<file path="src/sv/bped_pkg.sv">
package bped_pkg;

    localparam int TIME_W  = 16;
    localparam int HOLD_W  = 32;
    localparam int COUNT_W = 18;
    localparam int MASK_W  = 5;
    localparam int DATA_W  = 32;
    localparam int ADDR_W  = 4;

    // Bit positions within the event enable mask.
    localparam int EN_CLICK   = 0;
    localparam int EN_RELEASE = 1;
    localparam int EN_LONG    = 2;
    localparam int EN_SHORT   = 3;
    localparam int EN_REPEAT  = 4;

    typedef enum logic [1:0] {
        PH_IDLE    = 2'd0,
        PH_CLICK   = 2'd1,
        PH_PRESS   = 2'd2,
        PH_RELEASE = 2'd3
    } phase_t;

    typedef enum logic [1:0] {
        REG_SHORT_THRESHOLD    = 2'd0,
        REG_REPEAT_INTERVAL    = 2'd1,
        REG_REPEAT_ENTER_DELAY = 2'd2,
        REG_EVENT_ENABLE_MASK  = 2'd3
    } reg_idx_t;

    typedef struct packed {
        logic [TIME_W-1:0] short_threshold;
        logic [TIME_W-1:0] repeat_interval;
        logic [TIME_W-1:0] repeat_enter_delay;
        logic [MASK_W-1:0] event_enable_mask;
    } cfg_t;

endpackage

</file>
<file path="src/sv/bped_cfg.sv">
module bped_cfg import bped_pkg::*;
(
    input  logic              clk,
    input  logic              rst_n,
    input  logic              psel,
    input  logic              penable,
    input  logic              pwrite,
    input  logic [ADDR_W-1:0] paddr,
    input  logic [DATA_W-1:0] pwdata,
    output logic [DATA_W-1:0] prdata,
    output logic              pready,
    output cfg_t              cfg
);

    cfg_t     cfg_reg;
    cfg_t     cfg_next;
    reg_idx_t idx;
    logic     wr_en;

    assign idx    = reg_idx_t'(paddr[ADDR_W-1:2]);
    assign wr_en  = psel && penable && pwrite;
    assign pready = 1'b1;
    assign cfg    = cfg_reg;

    always_comb
    begin
        cfg_next = cfg_reg;
        if (wr_en)
        begin
            case (idx)
                REG_SHORT_THRESHOLD:    cfg_next.short_threshold    = pwdata[TIME_W-1:0];
                REG_REPEAT_INTERVAL:    cfg_next.repeat_interval    = pwdata[TIME_W-1:0];
                REG_REPEAT_ENTER_DELAY: cfg_next.repeat_enter_delay = pwdata[TIME_W-1:0];
                REG_EVENT_ENABLE_MASK:  cfg_next.event_enable_mask  = pwdata[MASK_W-1:0];
                default:                cfg_next = cfg_reg;
            endcase
        end
    end

    always_comb
    begin
        case (idx)
            REG_SHORT_THRESHOLD:
                prdata = {{(DATA_W-TIME_W){1'b0}}, cfg_reg.short_threshold};
            REG_REPEAT_INTERVAL:
                prdata = {{(DATA_W-TIME_W){1'b0}}, cfg_reg.repeat_interval};
            REG_REPEAT_ENTER_DELAY:
                prdata = {{(DATA_W-TIME_W){1'b0}}, cfg_reg.repeat_enter_delay};
            REG_EVENT_ENABLE_MASK:
                prdata = {{(DATA_W-MASK_W){1'b0}}, cfg_reg.event_enable_mask};
            default:
                prdata = '0;
        endcase
    end

    always_ff @(posedge clk or negedge rst_n)
    begin
        if (!rst_n)
            cfg_reg <= '0;
        else
            cfg_reg <= cfg_next;
    end

endmodule

</file>
<file path="config.mk">
export PLATFORM = sky130hd
export DESIGN_NAME = bped_cfg
export DESIGN_NICKNAME = d
export VERILOG_FILES = /design/src/sv/bped_pkg.sv /design/src/sv/bped_cfg.sv
export SDC_FILE = /design/constraint.sdc
export NUM_CORES = 1
export LEC_CHECK = 0
export BUFFER_PORTS_ARGS = -buffer_cell sky130_fd_sc_hd__buf_2
export CAP_MARGIN = 20
export CORE_MARGIN = 4
export CORE_UTILIZATION = 45
export CTS_BUF_LIST = sky130_fd_sc_hd__clkbuf_4
export CTS_CLUSTER_SIZE = 8
export DETAILED_ROUTE_END_ITERATION = 16
export HOLD_SLACK_MARGIN = 0.06
export PLACE_DENSITY = 0.85
export SLEW_MARGIN = 5
export SYNTH_ARGS = -nofsm -noshare
export SYNTH_HDL_FRONTEND = slang
export SYNTH_SLANG_ARGS = --single-unit
</file>
<file path="constraint.sdc">
create_clock -name clk -period 1.4 [get_ports clk]
set_clock_uncertainty 0.1 [all_clocks]
set_input_delay 0.21 -clock clk [delete_from_list [all_inputs] [get_ports clk]]
set_output_delay 0.21 -clock clk [all_outputs]
set_load 0.005 [all_outputs]
</file>
==> impl_metrics.json <==
{
  "crit_slowest_cell": "mux4_2",
  "final_nets": 374,
  "path_cells": "mux4_2 -> buf_2",
  "cts_inserted_buffers": 5,
  "synth_area_um2": 2550,
  "synth_top_area_cell": "dfrtp_1",
  "design.die.area_um2": 6940,
  "start_util": 0.464,
  "antenna_found_initial": 0,
  "rsz0062_at_grt": "true",
  "grt_usage": 0.198,
  "wl_per_cell_um": 16.2,
  "p_leak_nw": 1.91,
  "clk_latency_ns": 0.35,
  "power.total_mw": 4.70,
  "yosysWarningCount": 0,
  "end_kind": "primary output",
  "hold_violations": 0,
  "postRouteAntennaNets": 0,
  "regArea_um2": 1330,
  "io_pins": 127,
  "ir_drop_v": 0.000718,
  "crit_path_start_kind": "register",
  "cts-root-buf": "clkbuf_4",
  "via_per_inst": 4.84,
  "cap_violations": 0,
  "synth-seq-area-share": 0.519,
  "ys_async_sr_fraction": 1.00,
  "whs_ns": 0.255,
  "grt_pass1_wl_mm": 11.0,
  "htreeDepth": 2,
  "totalWireLength_mm": 6.57,
  "cts_tree": "yes",
  "chipHeight_um": 83.3,
  "layout_setup_ws_ns": -0.310,
  "grt_pass1_vias": 2226,
  "rows": 27,
  "dp_slack_ns": -0.0965,
  "synth_flop_cell": "dfrtp_1",
  "place_congestion": 0.775,
  "arrival_ns": 1.40,
  "synth-edff-count": 0,
  "netlist-cell-type-count": 21,
  "maxSlewViolCount": 0,
  "grt_max_degree": 54,
  "synth_most_common_cell": "dfrtp_1",
  "powerDensity_nw_per_um2": 1270,
  "largest_reg_flops": 53,
  "clk_path_buf_depth": 2,
  "yosys.area_share.simple": 0.0387,
  "die-width_um": 83.3,
  "synth_top_family_by_area": "multiplexers",
  "num_vias": 1966,
  "place_hpwl_mm": 4.42,
  "cp.required_ns": 1.09,
  "multiInputGateArea_um2": 1090,
  "fillCellCount": 410,
  "synth_common_cells": "dfrtp_1 (53), mux2_2 (43), buf_4 (21)",
  "yosysTopAreaCellShare": 0.519,
  "io_buffers": 91,
  "max_stage_delay_ns": 0.47,
  "route.detailed.drc": 0,
  "min_path_type": "input pin to async pin",
  "critPathMaxFanout": 3,
  "synthCells": 181,
  "syn2layout_area_growth_pct": 44.5,
  "ys_top_cells_by_area": "dfrtp_1 (52%), mux2_2 (19%), buf_4 (6.2%)",
  "overflow": 0,
  "path_class": "register to primary output",
  "synthAdderAreaFrac": 0,
  "synthMuxAreaShare": 0.336,
  "fmax_mhz": 585,
  "status": "complete, but fails checks",
  "syn_area_per_cell_um2": 14.1,
  "core-area_um2": 5510,
  "ys_ff_latch": 53,
  "antenna_cells": 0,
  "synth_xor_area_frac": 0,
  "clkSinkCount": 53,
  "setup_viol": 12,
  "clk_pin_slew_ns": 0.15,
  "violations": "negative setup slack",
  "finalCriticalPeriod_ns": 1.71,
  "synth_compound_area_frac": 0.0216,
  "drive_gt1_frac": 0.629,
  "fin_crit_sh": 1.22,
  "drt_iter0_drc": 44,
  "drt_first_pass_iters": 4
}
-- worst max-delay path: cells and delay by family (launching register included) --
| family | cells | cell delay [ns] |
|---|---|---|
| muxes | 1 | 0.47 |
| DFF | 1 | 0.43 |
| buffers and inverters | 1 | 0.14 |
-- cell families (layout without fill, tap and decap cells) --
family	count (synthesis)	in the layout
simple gates	18	18
mux	69	69
other cells	2	17
flops	53	53
compound gates	11	11
buf+inv	28	166
-- repair_timing --
item                                   CTS  global route
gates resized for setup                 13             8
hold buffers                            17             0
buffers inserted                        31             4
endpoints found under the hold margin  106             0
cloned                                   0             0
pin swaps                                0             1
setup endpoints to repair               16            23
-- power breakdown --
group	switching (mW)	total [mW]	internal, mW
Sequential	0.228	2.11	1.88
Combinational	0.643	1.76	1.11
Clock	0.445	0.837	0.392
-- worst paths after layout --
| kind | start | cells past startpoint | slack [ns] | endpoint |
|---|---|---|---|---|
| min in group clk | penable | 5 | 0.38 | cfg[37] |
| max reg2reg | cfg[36] | 2 | 0.39 | cfg[36] |
| min reg2reg | cfg[17] | 1 | 0.45 | cfg[17] |
| min | rst_n | 3 | 0.26 | cfg[9] |
| max in group asynchronous | rst_n | 3 | 0.69 | cfg[15] |
| max | cfg[6] | 2 | -0.31 | prdata[1] |
-- cell type report --
class,count,area share
clock buffers,6,0.0122
clock inverters,2,0.00915
inverters,1,0.00102
multi-input cells,115,0.295
flip-flops and latches,53,0.359
repair buffers,157,0.299
well taps,72,0.0244
-- cell usage in the layout (no fill, tap or decap), drive strengths merged --
cell,n
clkbuf,6
mux2,53
mux4,5
bufinv,1
clkinv,1
buf,140
nor3,1
dfrtp,53
or2,1
nor2b,1
inv,1
mux2i,11
nand2,11
nand3,1
nor2,1
conb,17
nand4,1
o21ai,11
or3,1
dlygate4sd3,17
-- per-stage QoR --
step                area [um^2]  utilization  setup TNS, ns  cells
global route               3690        0.670          -2.87    406
CTS                        3630        0.660          -1.87    404
floorplan                  2630            -              0    196
detailed placement         3150        0.571          -3.71    348
finish                     3690        0.670          -1.64    406
global placement           3150        0.571          -2.14    348
-- per-layer routing --
layer / global-route usage / wire, um / vias to the layer above
li1: - / - / 909
met3: 0.0635 / 548 / 5
met2: 0.357 / 3400 / 86
met1: 0.230 / 2570 / 966
met4: 0.0416 / 50 / 0
met5: 0 / 0 / -
(Power assumes the default switching activity.)
